`src/hdl/hmmd_pkg.sv`:
```
// hmmd_pkg: shared types and constants for the handheld memory map decoder
// used by hmmd_ctrl, hmmd_datapath and handheld_memory_map_decoder
// no dependencies
`timescale 1ns / 1ps
`default_nettype none

package hmmd_pkg;

  // default number of tiles in one video RAM bank
  localparam int TILES_IN_BANK_DEF = 384;

  // store geometry
  localparam int VRAM_DEPTH = 16384;
  localparam int WRAM_DEPTH = 4096;
  localparam int OAM_DEPTH  = 160;
  localparam int HRAM_DEPTH = 127;
  localparam int CLR_W      = 14;   // clear counter covers the largest store

  // route codes
  localparam logic [1:0] ROUTE_INTERNAL = 2'd0;
  localparam logic [1:0] ROUTE_CART     = 2'd1;
  localparam logic [1:0] ROUTE_IO       = 2'd2;
  localparam logic [1:0] ROUTE_DROP     = 2'd3;

  // configuration register indexes
  localparam int CFG_IDX_W = 1;
  localparam logic [CFG_IDX_W-1:0] CFG_VRAM_BANK      = 1'd0;
  localparam logic [CFG_IDX_W-1:0] CFG_CART_ATTACHED  = 1'd1;

  // access kind
  localparam logic REQ_READ  = 1'b0;
  localparam logic REQ_WRITE = 1'b1;

  localparam logic [7:0] OPEN_BUS_BYTE = 8'hFF;

  // commands from controller to datapath
  typedef struct packed {
    logic clr_en;   // write zeros at the clear counter
    logic acc_en;   // input transfer: decode and access stores
    logic load;     // move the access result into the output register
  } hmmd_cmd_t;

  // status from datapath to controller
  typedef struct packed {
    logic clr_last;  // clear counter at its final entry
  } hmmd_status_t;

endpackage

`default_nettype wire

```
`src/hdl/hmmd_ctrl.sv`:
```
// hmmd_ctrl: sequencing state machine for the memory map decoder
// clearing pass, input handshake, output valid; depends on hmmd_pkg
`timescale 1ns / 1ps
`default_nettype none

module hmmd_ctrl (
  input  wire logic                  clk,
  input  wire logic                  rst,
  input  wire logic                  s_tvalid,
  output logic                       s_tready,
  output logic                       m_tvalid,
  input  wire logic                  m_tready,
  input  wire hmmd_pkg::hmmd_status_t status,
  output hmmd_pkg::hmmd_cmd_t        cmd
);

  typedef enum logic [1:0] {
    ST_CLEAR,
    ST_IDLE,
    ST_BUSY
  } state_t;

  state_t state;
  state_t state_next;
  logic   accept;
  logic   load;

  // handshake decisions
  always_comb begin
    s_tready   = (state == ST_IDLE);
    accept     = s_tvalid && s_tready;
    load       = (state == ST_BUSY) && (!m_tvalid || m_tready);
    cmd.clr_en = (state == ST_CLEAR);
    cmd.acc_en = accept;
    cmd.load   = load;
  end

  // next state
  always_comb begin
    state_next = state;
    unique case (state)
      ST_CLEAR: if (status.clr_last) state_next = ST_IDLE;
      ST_IDLE:  if (accept) state_next = ST_BUSY;
      ST_BUSY:  if (load) state_next = ST_IDLE;
      default:  state_next = ST_CLEAR;
    endcase
  end

  // state and output valid
  always_ff @(posedge clk) begin
    if (rst) begin
      state    <= ST_CLEAR;
      m_tvalid <= 1'b0;
    end else begin
      state <= state_next;
      if (load) begin
        m_tvalid <= 1'b1;
      end else if (m_tready) begin
        m_tvalid <= 1'b0;
      end
    end
  end

endmodule

`default_nettype wire

```
`config.mk`:
```
export PLATFORM = sky130hd
export DESIGN_NAME = hmmd_ctrl
export DESIGN_NICKNAME = d
export VERILOG_FILES = /design/src/hdl/hmmd_pkg.sv /design/src/hdl/hmmd_ctrl.sv
export SDC_FILE = /design/constraint.sdc
export NUM_CORES = 1
export LEC_CHECK = 0
export BUFFER_PORTS_ARGS = -buffer_cell sky130_fd_sc_hd__buf_2
export CORE_AREA = 2 2 39 41
export DETAILED_ROUTE_END_ITERATION = 10
export DIE_AREA = 0 0 41 43
export PLACE_DENSITY = 0.35
export SLEW_MARGIN = 0
export SYNTH_ARGS = -nofsm -noshare
export SYNTH_HDL_FRONTEND = slang
export SYNTH_SLANG_ARGS = --single-unit
```
`constraint.sdc`:
```
create_clock -name clk -period 2.93 [get_ports clk]
set_input_delay 0.586 -clock clk [delete_from_list [all_inputs] [get_ports clk]]
set_output_delay 0.586 -clock clk [all_outputs]
set_load 0.01 [all_outputs]
```
After elaboration in Yosys (flattened, before gate mapping). Index checks and enable logic that the tools add are counted.

Bits in registers: 3. Bits in latches: 0. RAM bits: 0. ROM bits: 0. Input bits: 5. Output and inout bits: 5. Logic and storage cells: 20. Memories kept: 0.

$add $sub $neg: 0. $mul: 0. Div/mod/pow operators: 0. $lt $le $gt $ge: 0. Equality and inequality tests: 5. Shift-type cells: 0. Muxes and demuxes: 6. Bitwise operators: 0. Reduce and logical (&&, ||, !) cells: 7.

Operators with widths (count): two-way mux 2 bit (3); one-hot mux 2 bit (3 select lines) (1); != test 2 bit, second input constant (2); AND reduction 3 bit (1); equality test 2 x 1 -> 1 bit, second input constant (1); equality test 2 bit, second input constant (1); logical AND 1 bit (2); zero test 2 bit (1); two-way mux 1 bit (2); != test 2 x 1 -> 1 bit, second input constant (1); nonzero test 2 bit (1); zero test 1 bit (1); logical OR 1 bit (1).

Depth between registers and ports, before layout.
Depth after elaboration: 5. Gate-level depth with buffers: 3. Mapped depth without buffers: 2.

Worst setup path after synthesis. No wires, ideal clock.

Path type: input -> output. Start: input m_tready. End: output cmd[0] (netlist bit). Data arrival time: 0.966 ns. Data required time: 2.344 ns. Slack: 1.378 ns. Cell stages on the path: 3. Buffers on the path: 1. Path through: nand2b_1 -> nor2b_1 -> buf_4.

Word-level cells in the longest chain between the ends: 2.

Ends and longest elaborated chain: from (decl) (line hmmd_ctrl.sv:12) `input wire logic m_tready,`; logical OR 1 bit (line hmmd_ctrl.sv:32) `load = (state == ST_BUSY) && (!m_tvalid || m_tready);`; logical AND 1 bit (line hmmd_ctrl.sv:32); to (decl) (line hmmd_ctrl.sv:14) `output hmmd_pkg::hmmd_cmd_t cmd`.

No other way between the ends.

==> flow_summary.yaml <==
worst_setup_path:
  reg2reg_depth: 2
  max_stage_delay_ns: 0.41
  cp_max_fo: 8
  r2r_start: "state[1]$_SDFFE_PP0P_"
  cp_cell_sequence: "or2b_1 > nor2b_1 > buf_2"
  critPathLaunchType: "flop"
  crit_buf_inv: 1
  cp_top_family: "flip-flops"
  cp.depth: 3
  crit_slowest_cell: "dfxtp_1"
  critPathKind: "reg2out"
  cp.required_ns: 2.34
  worst_setup_path_end_kind: "primary output"
  rrSetupSlack_ns: 1.87
  timing.rr.end: "state[0]$_SDFFE_PP0P_"
  critPathArrivalTime_ns: 1.15
route:
  vias: 168
  vias_per_cell: 3.73
  drt_iter0_markers: 2
  routedWlPerCell_um: 8.69
  ant_nets: 0
  finalWirelength_um: 391
  drcViolationCount: 0
  dr.pass1.iters: 2
global_routing:
  grt_pass1_vias: 171
  grt_pass1_wl_um: 669
  grt_overflow_total: 0
  grt_max_degree: 9
  grt_usage: 0.0672
  antenna_found_initial: 0
finish:
  final_area_um2: 250
  seq_area_um2: 60.1
  syn_to_final_growth_pct: 43.9
  fillCellCount: 158
  final_nets: 35
  utilization: 0.181
  drive_above_1_share: 0.517
  multi_input_area_um2: 98.8
  num_antenna_cells: 0
synth:
  yosysWarnings: 0
  syn_nets: 23
  synth_top_family_by_area: "simple AND/OR/NAND/NOR gates"
  synthFlopType: "dfxtp_1"
  synth_most_common_cell: "dfxtp_1"
  synth_top_area_frac: 0.345
  synthMuxAreaShare: 0
  synth-xor-area-share: 0
  synthAdderAreaFrac: 0
  yosysSeqAreaShare: 0.345
  synth.distinct_cells: 13
  yosysTopAreaCell: "dfxtp_1"
  synth-seq-cells: 3
  synth_compound_area_frac: 0.137
  syn_area_um2: 174
  yosys.area_share.simple: 0.432
  avgSynthCellArea_um2: 9.66
  yosys-top-cells-area: "dfxtp_1 (35%), and3b_2 (12%), buf_4 (8.6%)"
  synth_edf_count: 0
  synth-async-reset-ratio: 0
  netlist_instances: 18
  ys_top_cells_by_count: "dfxtp_1 (3), and3b_2 (2), buf_4 (2), nor2_1 (2)"
timing:
  worstMarginPinSlew_ns: 0.247
  fin_tns_setup_ns: 0
  slew_viol_final: 0
  skew_ns: 0.00195
  finalSetupViolCount: 0
  hold_viol: 0
  max_freq_ghz: 0.577
  layout_setup_ws_ns: 1.20
  fin_hold_ws_ns: 0.503
  post-route-period-util: 0.591
  rsz0062_at_grt: "no"
  maxSlewHeadroom: 0.833
  fin_crit_ns: 1.73
power_and_ir_drop:
  p_int_mw: 0.104
  p_sw_frac: 0.252
  clock_power_share: 0.542
  p_seq_frac: 0.332
  pwr-share-comb: 0.126
  p_leak_nw: 0.115
  vdd.ir_drop.worst_v: 0.000121
  p_switching_mw: 0.0352
  powerDensity_nw_per_um2: 558
floorplan:
  chipHeight_um: 43
  core_area_um2: 1380
  die-area_um2: 1760
  ioPinCount: 10
  rows: 14
  die-width_um: 41
  floorplan.initialDensity: 0.126
min_path:
  worstHoldPathCells: 2
  min-delay-start: "m_tvalid$_SDFFE_PP0P_"
  hold_end: "m_tvalid$_SDFFE_PP0P_"
  hp-class: "reg2reg"
cts:
  cts_setup_buffers: 0
  cts_tree: "done"
  cts_root_buffer: "clkbuf_4"
  cts_made_buffers: 3
  cts_max_level: 1
  clkSinkCount: 3
  clkTransAtPathRegs_ns: 0.04
  insertion_delay_ns: 0.24
  hold_buffers: 0
  clk_path_buf_depth: 2
  cts_resized: 0
outcome:
  status: "completed"
place:
  dp_hpwl_um: 296
  io_buffer_count: 9
  finalWeightedCongestion: 0.561
  dpl_cell_area_um2: 224
  pre_cts_slack_ns: 1.26
job:
  maxCapViolations: 0
-- flip-flops by register name (all words and copies together), names as in the netlist --
signal	cells
m_tvalid	1
state	2
-- layout make-up --
class,instances,share of cell area
Sequential cell,3,0.240
Timing Repair Buffer,9,0.180
Multi-Input combinational cell,13,0.395
Clock buffer,4,0.105
Tap cell,16,0.0800
-- placed cells by master, fill, tap and decap left out, drive strengths merged --
cell type / n
and3b: 2
nand2b: 1
nor4bb: 1
and2b: 1
or2b: 1
clkbuf: 4
buf: 9
o41ai: 1
dfxtp: 3
o21ba: 1
or4b: 1
a21oi: 1
nor2b: 1
nor2: 2
-- stage by stage --
step,power (mW),cells
after global routing,0.148,45
after floorplan,0.0576,18
after global placement,0.0650,41
after CTS,0.144,45
after detailed placement,0.0648,41
final,0.140,45
-- metal layers --
layer  vias up  wire [um]  share of wire  global-route usage
met5         -          0              0                   0
met4         0         14          0.036               0.100
met3         2         36          0.092              0.0471
met2         5        203           0.52              0.0813
met1        74        136           0.35              0.0545
li1         87          -              -                   -
-- power by group through the flow --
stage | combinational, mW | sequential, mW | clock [mW]
2_1_floorplan | 0.0111 | 0.0465 | 0
3_3_place_gp | 0.0179 | 0.0471 | 0
3_5_place_dp | 0.0177 | 0.0471 | 0
4_1_cts | 0.0179 | 0.0463 | 0.0796
5_1_grt | 0.0192 | 0.0471 | 0.0820
6_report | 0.0176 | 0.0464 | 0.0757
-- logic make-up (layout without fill, tap and decap cells) --
kind of cell,after synthesis,count (layout)
buffers and inverters,2,13
AOI/OAI and AO/OA,3,3
DFF,3,3
and+or+nand+nor,10,10
-- worst reg2reg max path: cells and delay by family, from the launching register on --
family           cells  cell delay [ns]
AND/OR/NAND/NOR      1             0.54
AO/OA/AOI/OAI        1             0.07
flip-flops           1             0.35
-- worst max-delay path by stage --
stage	start	to	slack [ns]
after detailed placement	m_tready	cmd[0]	1.26
after floorplan	m_tready	cmd[0]	1.38
after global placement	m_tready	cmd[0]	1.26
after CTS	state[1]$_SDFFE_PP0P_	cmd[0]	1.19
final	state[1]$_SDFFE_PP0P_	cmd[0]	1.20
after global routing	state[1]$_SDFFE_PP0P_	cmd[0]	1.13
(Power assumes the default switching activity.)
